==> src/rtl/bhar_pkg.sv <==
`default_nettype none
// ----------------------------------------------------------------------------
// bhar_pkg: shared types and constants for the button hold auto-repeat block
// Item structs, register indexes, reset values and the fast repeat divisor.
// ----------------------------------------------------------------------------
package bhar_pkg;

  // Fast repeat: step applied on every FastRepeatDivisor-th tick (1..255)
  localparam int unsigned FastRepeatDivisor = 40;
  localparam int unsigned SkipModW = (FastRepeatDivisor > 1) ? $clog2(FastRepeatDivisor) : 1;
  localparam logic [SkipModW-1:0] SkipModLast = SkipModW'(FastRepeatDivisor - 1);

  // Configuration port
  localparam int unsigned CfgIdxW = 8;
  localparam logic [CfgIdxW-1:0] RegDebounce   = CfgIdxW'(0);
  localparam logic [CfgIdxW-1:0] RegShortPress = CfgIdxW'(1);
  localparam logic [CfgIdxW-1:0] RegLongPress  = CfgIdxW'(2);

  localparam logic [15:0] DebounceRst   = 16'd10;
  localparam logic [15:0] ShortPressRst = 16'd300;
  localparam logic [15:0] LongPressRst  = 16'd900;

  // One input item per millisecond tick
  typedef struct packed {
    logic               pressed;
    logic        [31:0] now_ms;
    logic signed [7:0]  step;
    logic signed [15:0] value_in;
  } in_t;

  // One result item per tick
  typedef struct packed {
    logic signed [15:0] value_out;
    logic               active;
    logic               beep;
  } out_t;

endpackage
`default_nettype wire

==> src/rtl/button_hold_auto_repeat.sv <==
`default_nettype none
// ----------------------------------------------------------------------------
// button_hold_auto_repeat: debounced button with short-press step and fast repeat
// Per tick, updates bounce/hold start times and adjusts a 16-bit value.
// ----------------------------------------------------------------------------
// Each accepted item is one millisecond tick and yields exactly one result item,
// which leaves from the result register. A new item is taken every cycle unless
// the skid entry is full; the tick's state update (start times, skip counter) is
// a single compare-and-add pass at the input, and a two-entry result buffer
// (output register plus skid) keeps input accepting for one more item while a
// result waits downstream. A start time of zero means empty; elapsed times wrap
// modulo 2^32 and are compared strictly greater than the configured limits.
// Configuration writes are always accepted and take effect on the next tick.
module button_hold_auto_repeat (
  input  wire logic                          clk_i,
  input  wire logic                          rst_ni,
  // tick input
  input  wire logic                          in_valid_i,
  output      logic                          in_ready_o,
  input  wire bhar_pkg::in_t                 in_data_i,
  // result output
  output      logic                          out_valid_o,
  input  wire logic                          out_ready_i,
  output      bhar_pkg::out_t                out_data_o,
  // configuration writes
  input  wire logic                          cfg_valid_i,
  output      logic                          cfg_ready_o,
  input  wire logic [bhar_pkg::CfgIdxW-1:0]  cfg_index_i,
  input  wire logic [15:0]                   cfg_data_i
);

  // Configuration registers
  logic [15:0] debounce_q, short_q, long_q;

  assign cfg_ready_o = 1'b1;

  always_ff @(posedge clk_i or negedge rst_ni) begin
    if (!rst_ni) begin
      debounce_q <= bhar_pkg::DebounceRst;
      short_q    <= bhar_pkg::ShortPressRst;
      long_q     <= bhar_pkg::LongPressRst;
    end else if (cfg_valid_i) begin
      case (cfg_index_i)
        bhar_pkg::RegDebounce:   debounce_q <= cfg_data_i;
        bhar_pkg::RegShortPress: short_q    <= cfg_data_i;
        bhar_pkg::RegLongPress:  long_q     <= cfg_data_i;
        default: ;
      endcase
    end
  end

  // Tick state
  logic [31:0]                   bounce_q, bounce_d;
  logic [31:0]                   hold_q, hold_d;
  logic [7:0]                    skip_q, skip_d;
  logic [bhar_pkg::SkipModW-1:0] skip_mod_q, skip_mod_d;

  logic           push;
  bhar_pkg::out_t res;

  logic [31:0] bounce_eff, hold_eff;
  logic [31:0] hold_el, bounce_el, active_el;
  logic [15:0] step_ext;

  // One tick: start times, repeat decision, debounce
  always_comb begin
    bounce_eff = (bounce_q == 32'd0) ? in_data_i.now_ms : bounce_q;
    hold_eff   = (hold_q == 32'd0) ? bounce_eff : hold_q;
    hold_el    = in_data_i.now_ms - hold_eff;
    bounce_el  = in_data_i.now_ms - bounce_eff;
    step_ext   = {{8{in_data_i.step[7]}}, in_data_i.step};

    bounce_d      = bounce_q;
    hold_d        = hold_q;
    skip_d        = skip_q;
    skip_mod_d    = skip_mod_q;
    res.value_out = in_data_i.value_in;
    res.beep      = 1'b0;
    res.active    = 1'b0;

    if (in_data_i.pressed) begin
      bounce_d = bounce_eff;
      hold_d   = hold_eff;
      if (hold_el > {16'd0, long_q}) begin
        // fast repeat: step when the counter sits on a multiple of the divisor
        if (skip_mod_q == '0) begin
          res.value_out = in_data_i.value_in + step_ext;
        end
        skip_d = skip_q + 8'd1;
        // counter wraps at 256, so its residue restarts there too
        if (skip_q == 8'hFF || skip_mod_q == bhar_pkg::SkipModLast) begin
          skip_mod_d = '0;
        end else begin
          skip_mod_d = skip_mod_q + bhar_pkg::SkipModW'(1);
        end
      end else if (bounce_el > {16'd0, short_q}) begin
        res.value_out = in_data_i.value_in + step_ext;
        bounce_d      = 32'd0;
        res.beep      = 1'b1;
      end
    end else begin
      bounce_d = 32'd0;
      hold_d   = 32'd0;
    end

    active_el  = in_data_i.now_ms - bounce_d;
    res.active = in_data_i.pressed && (active_el > {16'd0, debounce_q});
  end

  always_ff @(posedge clk_i or negedge rst_ni) begin
    if (!rst_ni) begin
      bounce_q   <= 32'd0;
      hold_q     <= 32'd0;
      skip_q     <= 8'd0;
      skip_mod_q <= '0;
    end else if (push) begin
      bounce_q   <= bounce_d;
      hold_q     <= hold_d;
      skip_q     <= skip_d;
      skip_mod_q <= skip_mod_d;
    end
  end

  // Result buffer: output register plus one skid entry
  logic           out_valid_q, skid_valid_q;
  bhar_pkg::out_t out_q, skid_q;
  logic           pop;

  assign in_ready_o  = !skid_valid_q;
  assign push        = in_valid_i && in_ready_o;
  assign pop         = out_valid_q && out_ready_i;
  assign out_valid_o = out_valid_q;
  assign out_data_o  = out_q;

  always_ff @(posedge clk_i or negedge rst_ni) begin
    if (!rst_ni) begin
      out_valid_q  <= 1'b0;
      skid_valid_q <= 1'b0;
    end else if (pop) begin
      if (skid_valid_q) begin
        skid_valid_q <= 1'b0;
      end else begin
        out_valid_q <= push;
      end
    end else if (push) begin
      if (out_valid_q) begin
        skid_valid_q <= 1'b1;
      end else begin
        out_valid_q <= 1'b1;
      end
    end
  end

  always_ff @(posedge clk_i) begin
    if (pop) begin
      if (skid_valid_q) begin
        out_q <= skid_q;
      end else if (push) begin
        out_q <= res;
      end
    end else if (push) begin
      if (out_valid_q) begin
        skid_q <= res;
      end else begin
        out_q <= res;
      end
    end
  end

endmodule
`default_nettype wire

==> config.mk <==
export PLATFORM = sky130hd
export DESIGN_NAME = button_hold_auto_repeat
export DESIGN_NICKNAME = d
export VERILOG_FILES = /design/src/rtl/bhar_pkg.sv /design/src/rtl/button_hold_auto_repeat.sv
export SDC_FILE = /design/constraint.sdc
export NUM_CORES = 1
export LEC_CHECK = 0
export BUFFER_PORTS_ARGS = -buffer_cell sky130_fd_sc_hd__buf_4
export CORE_UTILIZATION = 45
export CTS_CLUSTER_DIAMETER = 200
export DETAILED_ROUTE_END_ITERATION = 16
export PLACE_DENSITY = 0.67
export SLEW_MARGIN = 15
export SYNTH_ARGS = -nofsm -noshare
export SYNTH_HDL_FRONTEND = slang
export SYNTH_SLANG_ARGS = --single-unit
export TNS_END_PERCENT = 20
==> constraint.sdc <==
create_clock -name clk_i -period 12 [get_ports clk_i]
set_input_delay 0.6 -clock clk_i [delete_from_list [all_inputs] [get_ports clk_i]]
set_output_delay 0.6 -clock clk_i [all_outputs]
set_load 0.005 [all_outputs]
Word level (Yosys, flattened, before mapping)
Index checks and enable logic that the tools add are counted.

Register bits after elaboration: 164. Input bits: 86. Output and inout bits: 21. Logic and storage cells: 76.

Add/sub/neg operators: 6. Order comparisons: 3. Equality and inequality tests: 6. Multiplexer cells: 25. Bitwise operators: 1. Reductions and logical operators: 20.

Operators with widths (number): 32-bit 2-to-1 mux (6); 32-bit by 16-bit > comparator with 1-bit output (3); 32-bit subtractor (3); 18-bit 2-to-1 mux (5); 32-bit zero test (2); 16-bit 2-to-1 mux (4); 16-bit adder (1); 2-bit AND reduction (5); 1-bit 2-to-1 mux (9); 3-bit AND reduction (3); 8-bit by 1-bit adder with 8-bit output (second input constant) (1); 8-bit by 1-bit equality test with 1-bit output (second input constant) (1); 8-bit by 2-bit equality test with 1-bit output (second input constant) (1); 8-bit equality test (second input constant) (1); 8-bit zero test (1); 6-bit by 1-bit adder with 6-bit output (second input constant) (1); 6-bit equality test (second input constant) (1); 6-bit zero test (1); 6-bit 2-to-1 mux (1); 2-bit nonzero test (3); 1-bit logical AND (3); 2-bit by 1-bit inequality test with 1-bit output (second input constant) (1); 2-bit inequality test (second input constant) (1); 1-bit zero test (1); other kinds (2) (2).

Logic depth before layout (Yosys ltp)
Gate-level depths: netlist (run 1).

Word-level depth: 13. Mapped depth: 53. Mapped depth without buffers: 52.

Least setup slack after synthesis (run 1)
OpenSTA, ideal clock, no wires.

Path type: flip-flop to flip-flop. Start: reg bounce_q[31]. End: reg out_q (netlist bit out_data_o[1]), data pin. Setup time: 261 ps. Arrival time: 9441 ps. Path slack: 2298 ps. Stages on the path, launching flop included: 51. Period minus slack after synthesis: 9702 ps. Cells stage by stage: dfrtp_1 -> clkbuf_1 -> nor4_1 -> nand4_1 -> nor2_1 -> clkbuf_1 -> a21o_1 -> inv_1 -> ha_1 -> a21o_1 -> or4_1 -> nor2_1 -> o211ai_1 -> a21oi_1 -> xnor2_1 -> ha_1 -> and4_1 -> nand4_1 -> (+15 left out) -> a21oi_1 -> o21bai_1 -> a21oi_1 -> xnor2_1 -> ha_1 -> and4_1 -> nand4_1 -> a21oi_1 -> a2111oi_0 -> o21a_1 -> o21ai_0 -> a2111oi_0 -> nand4_1 -> a211oi_1 -> and4_1 -> a21bo_2 -> mux2i_1 -> o31ai_1.

Longest elaborated chain between the ends: 13. Elaborated cells on any way between the ends: 18. Classes of those cells: add/sub (3); order compare (3); mux (10); reduce/logical (2).

RTL lines: start: declaration (RTL line button_hold_auto_repeat.sv:53) `logic [31:0] bounce_q, bounce_d;`; start signal: assignment (RTL line button_hold_auto_repeat.sv:117) `bounce_q <= bounce_d;`; 32-bit zero test (RTL line button_hold_auto_repeat.sv:67) `bounce_eff = (bounce_q == 32'd0) ? in_data_i.now_ms : bounce_q;`; 32-bit 2-to-1 mux * (RTL line button_hold_auto_repeat.sv:67); 32-bit subtractor / 32-bit 2-to-1 mux (equally long branches) (RTL line button_hold_auto_repeat.sv:70, button_hold_auto_repeat.sv:68); 32-bit by 16-bit > comparator with 1-bit output / 32-bit subtractor (equally long branches) (RTL line button_hold_auto_repeat.sv:96, button_hold_auto_repeat.sv:69); 32-bit 2-to-1 mux / 32-bit by 16-bit > comparator with 1-bit output (equally long branches) (RTL line button_hold_auto_repeat.sv:96, button_hold_auto_repeat.sv:84); 32-bit 2-to-1 mux * (RTL line button_hold_auto_repeat.sv:84) `if (hold_el > {16'd0, long_q}) begin`; 32-bit 2-to-1 mux * (RTL line button_hold_auto_repeat.sv:81) `if (in_data_i.pressed) begin`; 32-bit subtractor * (RTL line button_hold_auto_repeat.sv:106) `active_el = in_data_i.now_ms - bounce_d;`; 32-bit by 16-bit > comparator with 1-bit output * (RTL line button_hold_auto_repeat.sv:107) `res.active = in_data_i.pressed && (active_el > {16'd0, debounce_q});`; 1-bit logical AND * (RTL line button_hold_auto_repeat.sv:107); 18-bit 2-to-1 mux, on equally long branches (RTL line button_hold_auto_repeat.sv:162, button_hold_auto_repeat.sv:158); 18-bit 2-to-1 mux, on equally long branches (RTL line button_hold_auto_repeat.sv:161, button_hold_auto_repeat.sv:156); 18-bit 2-to-1 mux * (RTL line button_hold_auto_repeat.sv:155) `if (pop) begin`; end signal: assignment (RTL line button_hold_auto_repeat.sv:157) `out_q <= skid_q;`; end signal: assignment (RTL line button_hold_auto_repeat.sv:159) `out_q <= res;`; end signal: assignment (RTL line button_hold_auto_repeat.sv:165) `out_q <= res;`; end: declaration (RTL line button_hold_auto_repeat.sv:126) `bhar_pkg::out_t out_q, skid_q;`.

Mark *: on every way between the ends. The rest lies on a longest branch, timed or not. The select of a mux whose other input is x is not followed. A chain may end at the register's enable or synchronous reset.

Worst setup path after layout (run 1)
Start: reg bounce_q[21]. End: reg out_q (netlist bit out_data_o[1]), data pin.

Same word-level chain as after synthesis.

==> results of run 1 <==
[worst register-to-register path, delay by kind of cell, from the launching register on]
kind | cells | cell delay, ns
compound gates | 26 | 5.28
simple gates | 15 | 3.10
buf+inv | 3 | 0.46
flops | 1 | 0.39
xor+xnor | 2 | 0.25
mux | 2 | 0.45
fa+ha+maj | 4 | 1.27
[metal layers]
layer  up-vias  wire [um]  GRT usage
met3        73       2711    0.03921
li1       6314          -          -
met1      6270      19200     0.3567
met2       455      18990     0.4160
met4         2       1085    0.08274
met5         -         15          0
[cell usage after synthesis, drive strengths merged, types with 27 or more instances]
cell	instances	area share
ha	161	0.14
inv	128	0.034
nand2	187	0.050
xnor2	53	0.032
edfxtp	36	0.076
nor3	27	0.0094
nor2	104	0.027
o21ai	166	0.059
a21o	55	0.029
mux2	65	0.055
dfrtp	118	0.21
clkbuf	35	0.0092
a21oi	141	0.051
nand3	39	0.014
nand4	35	0.015
[final timing paths]
| path | endpoint | slack [ns] | depth (start not counted) |
|---|---|---|---|
| worst min-delay path | long_q[10] | 0.27 | 1 |
| worst max-delay path | out_data_o[1] | 0.54 | 52 |
| worst max register to register | out_data_o[1] | 0.54 | 52 |
| min in group clk_i | skid_valid_q | 0.37 | 2 |
| max in group asynchronous | bounce_q[23] | 10.39 | 2 |
| worst min register to register | skip_q[7] | 0.47 | 1 |
[timing repair]
item,4_1_cts,5_1_grt
buffers inserted,0,8
pin swaps,0,5
resized for setup,2,13
endpoints found under the setup margin,2,2
[stage by stage]
step | cells | utilization | hold WS (ns) | cell area (um^2)
floorplan | 1678 | - | 0.3044 | 14320
global placement | 2141 | 0.5005 | 0.4566 | 15470
detailed placement | 2141 | 0.5005 | 0.4570 | 15470
CTS | 2173 | 0.5204 | 0.2902 | 16080
global route | 2181 | 0.5242 | 0.3387 | 16200
finish | 2182 | 0.5243 | 0.2689 | 16210
[final cells by class]
cell class	instances	area, um^2	share of cell area
antenna	1	2.502	0.0001544
sequential	164	4297	0.2651
multi-input combinational	1340	9414	0.5809
timing repair buffer	121	912.1	0.05628
clock buffer	17	425.4	0.02625
inverter	128	480.5	0.02965
tap	396	495.5	0.03057
clock inverter	15	178.9	0.01104
[kinds of logic after synthesis]
group / after synthesis
AOI/OAI and AO/OA: 521
and+or+nand+nor: 502
buffers and inverters: 174
adders and majority gates: 165
DFF: 164
xor gates and xnor gates: 77
muxes: 74
other: 1
[registers in the layout (all words and copies together), names as in the netlist]
register      flops
bounce_q         32
debounce_q       16
hold_q           32
long_q           16
out_data_o       18
out_valid_o       1
short_q          16
skid_q           18
skid_valid_q      1
skip_mod_q        6
skip_q            8
[cells in the final DEF, fill, tap and decap left out, types with 16 or more instances in the layout]
master and n:
clkbuf_16 17, xor2_1 24, inv_1 128, nand3_1 39, dfrtp_1 118, a21oi_1 131, a211oi_1 16, o21a_1 20
nand2_1 182, mux2_2 51, o21ai_0 159, nor2_1 100, a21o_1 55, nand4_1 35, ha_1 161, nand2b_1 26
xnor2_1 53, nor2b_1 22, buf_4 120, edfxtp_1 36, nor3_1 25
==> impl_metrics.ini, run 1 <==
[hold_path]
hp-class = in -> async

[cts]
h-tree-depth = 4
path_clk_slew_ns = 0.08
clkSinkCount = 164
clk_path_buf_depth = 2
root_buffer = clkbuf_16
cts_buffers = 17
cts_tree = yes
postCtsHoldBufs = 0
clock_latency_ns = 0.45

[die]
core_area_mm2 = 0.03091
die_area_mm2 = 0.03253
die_h_um = 180.4
initial_core_util = 0.4632
ioPinCount = 107
die_w_um = 180.4
num_rows = 64

[logic_synthesis]
synth_area_mm2 = 0.01432
synth_mux_area_frac = 0.06109
yosys_register_bits = 164
syn_avg_cell_area_um2 = 8.532
synth-compound-area-share = 0.2306
syn_nets = 1929
synth_top_family_by_area = compound AO/OA/AOI/OAI gates
yosysWarningCount = 0
ys_async_sr_fraction = 0.7805
ys_seq_area_frac = 0.3001
synth_fa_ha_area_frac = 0.1463
synth_edf_count = 36
synth_ff_type = dfrtp_1
netlist-cell-type-count = 86
syn_inst = 1678
synth_xor_area_frac = 0.04711
synth-simple-area-share = 0.1667

[worst_setup_path]
slowest_stage = o21ai_0
start_kind = register
critPathRequiredTime_ns = 12.19
arrival_ns = 11.65
cp-startpoint = bounce_q[21]
end_kind = register
crit_family = compound AO/OA/AOI/OAI gates
cp_max_fo = 9
cpMostUsedCell = a21oi_1
reg2reg_from = bounce_q[21]
slowest_delay_ns = 0.45
path_class = reg -> reg
crit_buf_inv = 3

[outcome]
outcome = complete, no violations

[timing]
tightest_slew_ns = 1.041
post-route-min-period_ns = 11.46
tns_ns = 0
max_slew_margin = 0.3022
min_period_over_period = 0.9552
fin_worst_skew_ns = 0.01450
setup_slack_ns = 0.5371
finalSetupViolCount = 0
max_freq_ghz = 0.08724
final_max_slew_viol_count = 0
hold_viol_final = 0

[global_route]
grt_max_degree = 95
grt_antenna_before_repair = 1
grt_pass1_wl_mm = 66.59
track_usage = 0.2589
grt_pass1_vias = 12610
overflow = 0

[drt]
wl_per_cell_um = 19.25
drc = 0
final_antenna_net_count = 0
drt_iter0_markers = 1068
routed_via_density = 6.010
routed_wl_mm = 42.00
dr.pass1.iters = 7
vias = 13110

[cells_and_area]
syn2layout_area_growth_pct = 13.20
drive_gt1_frac = 0.1524
nets = 2023
fillers = 2909

[job]
cap_violations = 0

[placed_design]
io_buffer_count = 105
place_hpwl_mm = 33.48
dp_slack_ns = -0.04328
gp_congestion = 0.9155
Power of run 1 is left out: the tool's default activity adds up to more than one toggle a clock period on the data nets, which glitch-free logic cannot reach.
==> run 2, diff against run 1 <==
--- a/config.mk
+++ b/config.mk
@@ -5,12 +5,13 @@
 export SDC_FILE = /design/constraint.sdc
 export NUM_CORES = 1
 export LEC_CHECK = 0
+export ABC_AREA = 1
 export BUFFER_PORTS_ARGS = -buffer_cell sky130_fd_sc_hd__buf_4
 export CORE_UTILIZATION = 45
 export CTS_CLUSTER_DIAMETER = 200
 export DETAILED_ROUTE_END_ITERATION = 16
-export PLACE_DENSITY = 0.67
-export SLEW_MARGIN = 15
+export PLACE_DENSITY = 0.66
+export SLEW_MARGIN = 20
 export SYNTH_ARGS = -nofsm -noshare
 export SYNTH_HDL_FRONTEND = slang
 export SYNTH_SLANG_ARGS = --single-unit
==> impl_metrics.ini, run 2 <==
[outcome]
outcome = complete, no violations

[worst_setup_path]
reg2reg_from = bounce_q[31]
r2r-end = out_data_o[1]
end_kind = register
path_class = reg -> reg
slowest_stage = nor2_2
slowest_delay_ns = 0.63
cpMostUsedCell = nand2_1
start_kind = register
reg2reg_depth = 59
critPathRequiredTime_ns = 12.21
reg2reg_slack_ns = 2.10
arrival_ns = 10.11
cp_max_fo = 28

[cts]
clkSinkCount = 164
cts_tree = yes
clk_path_buf_depth = 2
cts_setup_buffers = 0
clock_latency_ns = 0.51
root_buffer = clkbuf_16
cts.repair.resized = 0
h-tree-depth = 4
path_clk_slew_ns = 0.08
postCtsHoldBufs = 0
cts_buffers = 17

[logic_synthesis]
syn_inst = 2677
yosysWarningCount = 0
yosys_register_bits = 164
synth_edf_count = 36
synth_area_mm2 = 0.01713
syn_nets = 2928
ys_seq_area_frac = 0.2508
synth_most_common_cell = nand2_1
yosys-top-cells-count = 831 x nand2_1, 448 x inv_1, 261 x nor2_1
ys_async_sr_fraction = 0.7805
post-synth-top-area-cell = nand2_1
yosysTopAreaCellShare = 0.1821
synth_ff_type = dfrtp_1
netlist-cell-type-count = 59
ys_top_cells_by_area = nand2_1 18%, dfrtp_1 17%, ha_1 12%
syn_avg_cell_area_um2 = 6.399

[cells_and_area]
layout_common_cells = 830 x nand2_1, 448 x inv_1, 261 x nor2_1, 164 x nand3_1, 161 x ha_1
syn2layout_area_growth_pct = 11.10
n_antenna_cell = 0
nets = 3016
drive_gt1_frac = 0.09503
reg.largest.list = bounce_q x32, hold_q x32
fillers = 3900
layout.cells.most_common = nand2_1

[timing]
post-route-min-period_ns = 9.901
hold_viol_final = 0
max_freq_ghz = 0.1010
setup_slack_ns = 2.099
tns_ns = 0
final_max_slew_viol_count = 0
min_period_over_period = 0.8251
finalSetupViolCount = 0
fin_worst_skew_ns = 0.02311
max_slew_margin = 0.2890
rsz0062_at_grt = no
tightest_slew_ns = 1.065

[die]
die_area_mm2 = 0.03885
core_area_mm2 = 0.03758
initial_core_util = 0.4558
ioPinCount = 107
num_rows = 71
die_h_um = 197.1
die_w_um = 197.1

[drt]
drc = 0
wl_per_cell_um = 18.15
vias = 17520
routed_wl_mm = 59.69
dr.pass1.iters = 6
routed_via_density = 5.327
drt_iter0_markers = 1309
final_antenna_net_count = 0

[global_route]
overflow = 0
grt_max_degree = 74
grt_pass1_vias = 16910
grt_pass1_wl_mm = 92.72
grt_antenna_before_repair = 0
track_usage = 0.3161

[power_and_ir_drop]
ir_worst_vdd_v = 0.0001440
p_per_area_mw_per_mm2 = 231.2
p_leak_uw = 0.009800

[hold_path]
hp-class = in -> async

[placed_design]
io_buffer_count = 105
gp_congestion = 1.082
place_hpwl_mm = 49.67
dp_slack_ns = 2.090

[job]
cap_violations = 0
run 2: logic make-up (layout without fill, tap and decap cells):
logic type | count (synthesis) | after routing | synth area share
other cells | 1 | 1 | 0.0002189
compound gates | 357 | 357 | 0.1196
flops | 164 | 164 | 0.2508
fa+ha+maj | 165 | 165 | 0.1223
mux | 2 | 2 | 0.001315
simple gates | 1416 | 1416 | 0.3551
buf+inv | 500 | 601 | 0.1138
xor+xnor | 72 | 72 | 0.03682
run 2: power breakdown:
part           switching [uW]  internal (uW)  total (uW)
registers                59.5            683         743
clock network             270            334         603
logic                    2070            988        3050
run 2: critical path, delay by kind of cell (launching register included):
kind | cells | cell delay [ns]
buffers and inverters | 5 | 0.94
adder cells (fa/ha/maj) | 5 | 1.82
AO/OA/AOI/OAI | 2 | 0.19
AND/OR/NAND/NOR | 45 | 5.88
flip-flops | 1 | 0.41
XOR/XNOR | 2 | 0.34
run 2: routing by layer:
layer | vias up | GRT usage | wire length [um]
met3 | 112 | 0.04661 | 3495
li1 | 8724 | - | -
met1 | 8125 | 0.4121 | 26500
met5 | - | 0 | 0
met4 | 0 | 0.1401 | 2409
met2 | 558 | 0.5181 | 27280
run 2: how the worst max path moves through the flow:
stage                     depth (start not counted)  slack, ns    startpoint             to
after floorplan                                  57       5.16  bounce_q[31]  out_data_o[1]
after global placement                           56       2.28   bounce_q[3]  out_data_o[1]
after detailed placement                         60       2.09  bounce_q[31]  out_data_o[1]
after CTS                                        60       2.07  bounce_q[31]  out_data_o[1]
after global routing                             60       1.36   bounce_q[3]  out_data_o[1]
final                                            59       2.10  bounce_q[31]  out_data_o[1]
run 2: per-stage QoR:
| stage | std cells | util | hold WS (ns) | area (um^2) | total power (uW) |
|---|---|---|---|---|---|
| global placement | 3255 | 0.4892 | 0.4639 | 18380 | 3712 |
| floorplan | 2677 | - | 0.3044 | 17130 | 2863 |
| finish | 3289 | 0.5064 | 0.08696 | 19030 | 4400 |
| detailed placement | 3255 | 0.4894 | 0.4661 | 18390 | 3755 |
| global route | 3289 | 0.5064 | 0.1231 | 19030 | 4796 |
| CTS | 3287 | 0.5058 | 0.08690 | 19010 | 4378 |
run 2: cell type report:
class / count / area (um^2) / area share
clock buffers: 18 / 429.2 / 0.02255
clock inverters: 14 / 190.2 / 0.009993
inverters: 457 / 1720 / 0.09040
multi-input cells: 2013 / 10900 / 0.5729
flip-flops and latches: 164 / 4297 / 0.2258
well taps: 511 / 639.4 / 0.03360
repair buffers: 112 / 852.1 / 0.04477
(Power assumes the default switching activity.)
